[src/rtl/core/psu_pkg.sv]
// ---------------------------------------------------------------------------
// PNG scanline unfilter package
// Shared widths, codes and types of the gray scanline unfilter block.
// ---------------------------------------------------------------------------
package psu_pkg;

    localparam int DEF_MAX_WIDTH = 4096;
    localparam int DEF_MAX_BPP   = 4;
    localparam int MAX_HEIGHT    = 4096;

    localparam int CFG_IDX_W  = 2;
    localparam int CFG_DATA_W = 13;
    localparam int BPP_W      = 3;
    localparam int DIM_W      = 13;
    localparam int SUM_W      = 10;

    // Multiplying by 683 and dropping 11 bits divides any sum up to 765 by three.
    localparam int RECIP_THREE = 683;
    localparam int RECIP_SHIFT = 11;

    typedef enum logic [CFG_IDX_W-1:0] {
        CFG_BPP    = 2'd0,
        CFG_WIDTH  = 2'd1,
        CFG_HEIGHT = 2'd2
    } cfg_index_t;

    typedef enum logic [2:0] {
        FLT_NONE  = 3'd0,
        FLT_SUB   = 3'd1,
        FLT_UP    = 3'd2,
        FLT_AVG   = 3'd3,
        FLT_PAETH = 3'd4
    } filter_t;

    typedef enum logic [1:0] {
        SUM_HOLD = 2'd0,
        SUM_ADD  = 2'd1,
        SUM_LOAD = 2'd2
    } sum_op_t;

    typedef struct packed {
        logic    is_filter;
        logic    use_up;
        logic    has_left;
        sum_op_t sum_op;
        logic    pix_end;
        logic    row_end;
        logic    img_end;
        logic    avg;
    } word_ctl_t;

endpackage

[src/rtl/core/psu_recon.sv]
// ---------------------------------------------------------------------------
// PNG byte reconstruction
// Applies the None, Sub, Up, Average or Paeth predictor to one filtered byte.
// ---------------------------------------------------------------------------
module psu_recon (
    input  logic [7:0] filter_code,
    input  logic [7:0] data_byte,
    input  logic [7:0] left,
    input  logic [7:0] up,
    input  logic [7:0] up_left,
    output logic [7:0] value
);
    import psu_pkg::*;

    logic signed [10:0] pa;
    logic signed [10:0] pb;
    logic signed [10:0] pc;
    logic [10:0]        abs_a;
    logic [10:0]        abs_b;
    logic [10:0]        abs_c;
    logic [7:0]         paeth;
    logic [8:0]         avg_sum;
    logic [7:0]         pred;

    always_comb
    begin
        pa = $signed({3'b000, up}) - $signed({3'b000, up_left});
        pb = $signed({3'b000, left}) - $signed({3'b000, up_left});
        pc = pa + pb;
        abs_a = pa[10] ? 11'(-pa) : 11'(pa);
        abs_b = pb[10] ? 11'(-pb) : 11'(pb);
        abs_c = pc[10] ? 11'(-pc) : 11'(pc);
        if ((abs_a <= abs_b) && (abs_a <= abs_c))
        begin
            paeth = left;
        end
        else if (abs_b <= abs_c)
        begin
            paeth = up;
        end
        else
        begin
            paeth = up_left;
        end

        avg_sum = {1'b0, left} + {1'b0, up};

        if (filter_code[7:3] != 5'd0)
        begin
            pred = 8'd0;
        end
        else
        begin
            case (filter_t'(filter_code[2:0]))
                FLT_SUB:   pred = left;
                FLT_UP:    pred = up;
                FLT_AVG:   pred = avg_sum[8:1];
                FLT_PAETH: pred = paeth;
                default:   pred = 8'd0;
            endcase
        end

        value = data_byte + pred;
    end

endmodule

[config.mk]
export PLATFORM = sky130hd
export DESIGN_NAME = psu_recon
export DESIGN_NICKNAME = d
export VERILOG_FILES = /design/src/rtl/core/psu_pkg.sv /design/src/rtl/core/psu_recon.sv
export SDC_FILE = /design/constraint.sdc
export NUM_CORES = 1
export LEC_CHECK = 0
export ABC_AREA = 0
export BUFFER_PORTS_ARGS = -buffer_cell sky130_fd_sc_hd__buf_4
export CAP_MARGIN = 20
export CELL_PAD_IN_SITES_DETAIL_PLACEMENT = 1
export CELL_PAD_IN_SITES_GLOBAL_PLACEMENT = 1
export CORE_UTILIZATION = 48
export DETAILED_ROUTE_END_ITERATION = 8
export PLACE_DENSITY_LB_ADDON = 0.1
export SLEW_MARGIN = 20
export SYNTH_ARGS = -nofsm -noshare
export SYNTH_HDL_FRONTEND = slang
export SYNTH_SLANG_ARGS = --single-unit
[constraint.sdc]
create_clock -name vclk -period 16.6
set_input_delay 0.83 -clock vclk [all_inputs]
set_output_delay 0.83 -clock vclk [all_outputs]
set_load 0.01 [all_outputs]
# --- Word-level counts from Yosys, hierarchy flattened ---
# Cells that the tools add are included.
totals:
  reg_bits: 0
  inputBits: 40
  out_inout_bits: 8
  word_cells: 24
op_classes:
  n_addsub: 8
  order_cmp: 3
  n_eq_ne: 4
  muxes: 7
  reduce_logical: 2
ops:
  columns: ["cell", "n"]
  rows:
  - ["$le 11x11->1", 3]
  - ["$mux 11", 3]
  - ["$pmux 8 s4", 1]
  - ["$mux 8", 3]
  - ["$neg 9->11", 2]
  - ["$sub 8x8->9", 2]
  - ["$neg 10->11", 1]
  - ["$add 9x9->10", 1]
  - ["$add 8x8->9", 1]
  - ["$add 8x8->8", 1]
  - ["$eq 3x2->1 const B", 2]
  - ["$reduce_bool 5->1", 1]
  - ["$eq 3x1->1 const B", 1]
  - ["$eq 3x3->1 const B", 1]
  - ["$logic_and 1x1->1", 1]

# --- Longest topological paths before layout ---
depth:
  ltp_word: 10
  ltp_mapped: 37
  ltp_nobuf: 36

# --- Worst setup path after synthesis ---
# OpenSTA, ideal clock, no wires.
synth_path:
  path_kind: "input -> output"
  startpoint: "input up[0]"
  endpoint: "output value[7]"
  t_arrival_ps: 7042
  required_time_ps: 15770
  slack_ps: 8728
  stages: 35
  path_buffers: 1
  path_cell_list: "inv_1 -> ha_1 -> inv_1 -> fa_1 -> xnor2_1 -> inv_1 -> ha_1 -> nand2_1 -> o31ai_2 -> a31o_2 -> a21oi_1 -> o31a_1 -> maj3_2 -> a31oi_4 -> nor2_1 -> xor2_1 -> ha_1 -> nand4_1 -> or2_2 -> o221ai_1 -> o21a_1 -> buf_2 -> mux2i_1 -> o21ai_0 -> a31oi_1 -> nor2_1 -> ha_1 -> a21o_1 -> a21oi_1 -> o21bai_1 -> a21oi_1 -> o21bai_1 -> a21oi_1 -> xnor2_1 -> xnor2_1"
synth_between:
  elab_chain_len: 10
  elab_cells_between_ends: 16
  cone_classes: "6 x add/sub; 3 x order compare; 6 x mux; 1 x reduce/logical"
synth_rtl:
  columns: ["item", "line", "text"]
  rows:
  - ["from (decl)", "psu_recon.sv:9", "input logic [7:0] up,"]
  - ["$sub 8x8->9", "psu_recon.sv:27", "pa = $signed({3'b000, up}) - $signed({3'b000, up_left});"]
  - ["$add 9x9->10", "psu_recon.sv:29", "pc = pa + pb;"]
  - ["$neg 10->11", "psu_recon.sv:32", "abs_c = pc[10] ? 11'(-pc) : 11'(pc);"]
  - ["$mux 11", "psu_recon.sv:32", null]
  - ["$le 11x11->1 (on tied branches)", "psu_recon.sv:37, psu_recon.sv:33", null]
  - ["$mux 8 / $logic_and 1x1->1 (equally long branches)", "psu_recon.sv:37, psu_recon.sv:33", null]
  - ["$mux 8", "psu_recon.sv:33", "if ((abs_a <= abs_b) && (abs_a <= abs_c))"]
  - ["$pmux 8 s4 *", "psu_recon.sv:54", "case (filter_t'(filter_code[2:0]))"]
  - ["$mux 8 *", "psu_recon.sv:48", "if (filter_code[7:3] != 5'd0)"]
  - ["$add 8x8->8 *", "psu_recon.sv:63", "value = data_byte + pred;"]
  - ["to (decl)", "psu_recon.sv:11", "output logic [7:0] value"]
# Every way passes the cells marked *; elsewhere a longest branch is shown, timed or not.

# --- Worst setup path after layout ---
# Same ends and word-level chain as after synthesis.

==> flow_summary.ini <==
[sta]
tns_ns = 0
relSlewSlack = 0.5282
tightest_slew_ns = 0.7073
hold_viol_final = 0
grt_setup_unrepaired = false
timing.fmax_mhz = 109.8
final.period_utilization = 0.5484
finalSetupViolCount = 0
fin_crit_ns = 9.103
drv_slew = 0

[routing]
wire_per_inst_um = 17.22
drt_wl_total_um = 9660
vias = 3320
ant_nets = 0
drtIter0Drc = 107
firstDrtPassIters = 4
vias_per_cell = 5.918
drc = 0

[die]
fp.dieW_um = 83.29
die_area_um2 = 6937
die_height_um = 83.29
core_region_area_um2 = 6350
io_pins = 48
start_util = 0.4995
row_count = 29

[cells_and_area]
area_growth_pct = 14.48
seq_cell_count = 0
fillers = 857
ff_latch_area_um2 = 0
final_nets = 601
antenna_cells = 0
clock_buffers = 0
drive_above_1_share = 0.1302

[yosys]
yosys-top-cells-count = ha_1 (70), a21oi_1 (47), inv_1 (47), nor2_1 (39), xnor2_1 (34)
synth_top_family_by_area = adder cells
synth_area_leaders = ha_1 (28%), xnor2_1 (9.4%), a21oi_1 (7.4%), a21o_1 (6.4%), inv_1 (5.6%)
syn_avg_cell_area_um2 = 7.275
synthMuxAreaShare = 0.02525
synth.distinct_cells = 51
syn_inst = 436
synthSimpleGateAreaFrac = 0.1578
synth_fa_ha_area_frac = 0.3144
syn-cell-area_um2 = 3172
yosysSeqAreaShare = 0
yosysMostFrequentCell = ha_1
netlist.top_cell.by_area = ha_1
synth-compound-area-share = 0.2939
synth_top_area_share = 0.2761
synth-xor-area-share = 0.1396
yosysWarnings = 0

[power]
switching_share = 0.5698
ir_drop_mv = 0.09599
p_switching_mw = 0.2003
seq_power_share = 0
p_leak_nw = 1.868
total_power_mw = 0.3514
power_frac_comb = 1.000
cellPowerDensity_nw_per_um2 = 96.79
p_int_mw = 0.1512
clock_power_share = 0

[cts]
cts_hold_buf = 0
cts-resized-gates = 0
cts_setup_buffers = 0

[global_routing]
grt_pass1_vias = 3599
gr-usage-all-layers = 0.2827
grt_pass1_wl_um = 16420
grt.overflow.total = 0
grt_max_degree = 17
antenna_found_initial = 0

[worst_hold_path]
worstHoldStart = data_byte[0]
min_path_type = in2out

[setup_path]
crit_required_ns = 15.77
cp_slowest_cell = o21a_1
arrival_ns = 8.27
cp-start-kind = primary input
path_max_fanout = 9
max_stage_delay_ns = 0.53
critPathCaptureType = output port
startpoint = up[0]
crit_type = in2out

[placement]
routabilityCongestion = 0.8336
port_buffers = 48
dp_hpwl_um = 8481

[job]
cap_viol_max_count = 0

[outcome]
status = finished, final reports clean
cells by family (layout without fill, tap and decap cells):
logic type | after synthesis | count (layout)
compound gates | 141 | 141
xor+xnor | 49 | 49
fa+ha+maj | 77 | 77
buf+inv | 56 | 96
mux | 8 | 8
other cells | 2 | 10
simple gates | 103 | 103
layout make-up:
cell class,count,area (um2),share of cell area
multi-input cells,388,2994,0.8246
repair buffers,48,360.3,0.09924
inverters,48,180.2,0.04962
well taps,77,96.34,0.02653
through the flow:
step | setup WS [ns] | area (um2) | utilization | std cells | hold slack (ns)
2_1_floorplan | 8.728 | 3202 | - | 444 | 1.811
3_3_place_gp | 7.700 | 3627 | 0.5712 | 561 | 1.967
3_5_place_dp | 7.377 | 3627 | 0.5712 | 561 | 1.961
4_1_cts | 7.357 | 3627 | 0.5712 | 561 | 1.969
5_1_grt | 7.001 | 3631 | 0.5718 | 561 | 1.975
6_report | 7.497 | 3631 | 0.5718 | 561 | 1.967
path summary, 6_finish.rpt:
kind	cells past startpoint	to	slack, ns
setup / recovery	36	value[7]	7.50
hold / removal	3	value[0]	1.97
placed cells by master (no fill, tap or decap), types with 3 or more instances in the layout:
master,Yosys,final
buf_4,0,48
a22oi_1,7,7
a21o_1,27,27
fa_1,5,5
and2_1,4,4
nand2_1,15,15
o21bai_1,10,10
nand3_1,5,5
o21a_1,6,6
a31oi_1,7,7
or3_1,3,3
nand4_1,8,8
inv_1,47,47
xnor2_1,34,34
nor3_1,7,7
conb_1,2,10
mux2i_1,8,8
nor2_1,39,39
a21oi_1,47,46
xor2_1,14,14
o21ai_0,15,15
o311ai_0,5,5
nor2b_1,7,7
ha_1,70,70
or2_2,5,5
critical path: cells and delay by family:
kind            cells  cell delay, ns
buf+inv             5            0.49
fa+ha+maj           6            1.88
simple gates        4            0.56
mux                 1            0.26
xor+xnor            4            0.87
compound gates     16            3.36
power groups by stage:
stage	registers (mW)	logic [mW]	clock network (mW)
finish	0	0.351	0
global route	0	0.394	0
CTS	0	0.351	0
detailed placement	0	0.348	0
global placement	0	0.330	0
floorplan	0	0.259	0
metal layers:
layer | GRT usage | share of wire | vias up
li1 | - | - | 1654
met4 | 0.04702 | 0.011 | 0
met3 | 0.01590 | 0.027 | 11
met1 | 0.3075 | 0.42 | 1587
met2 | 0.5917 | 0.55 | 68
met5 | 0 | 0 | -
(Power assumes the default switching activity.)
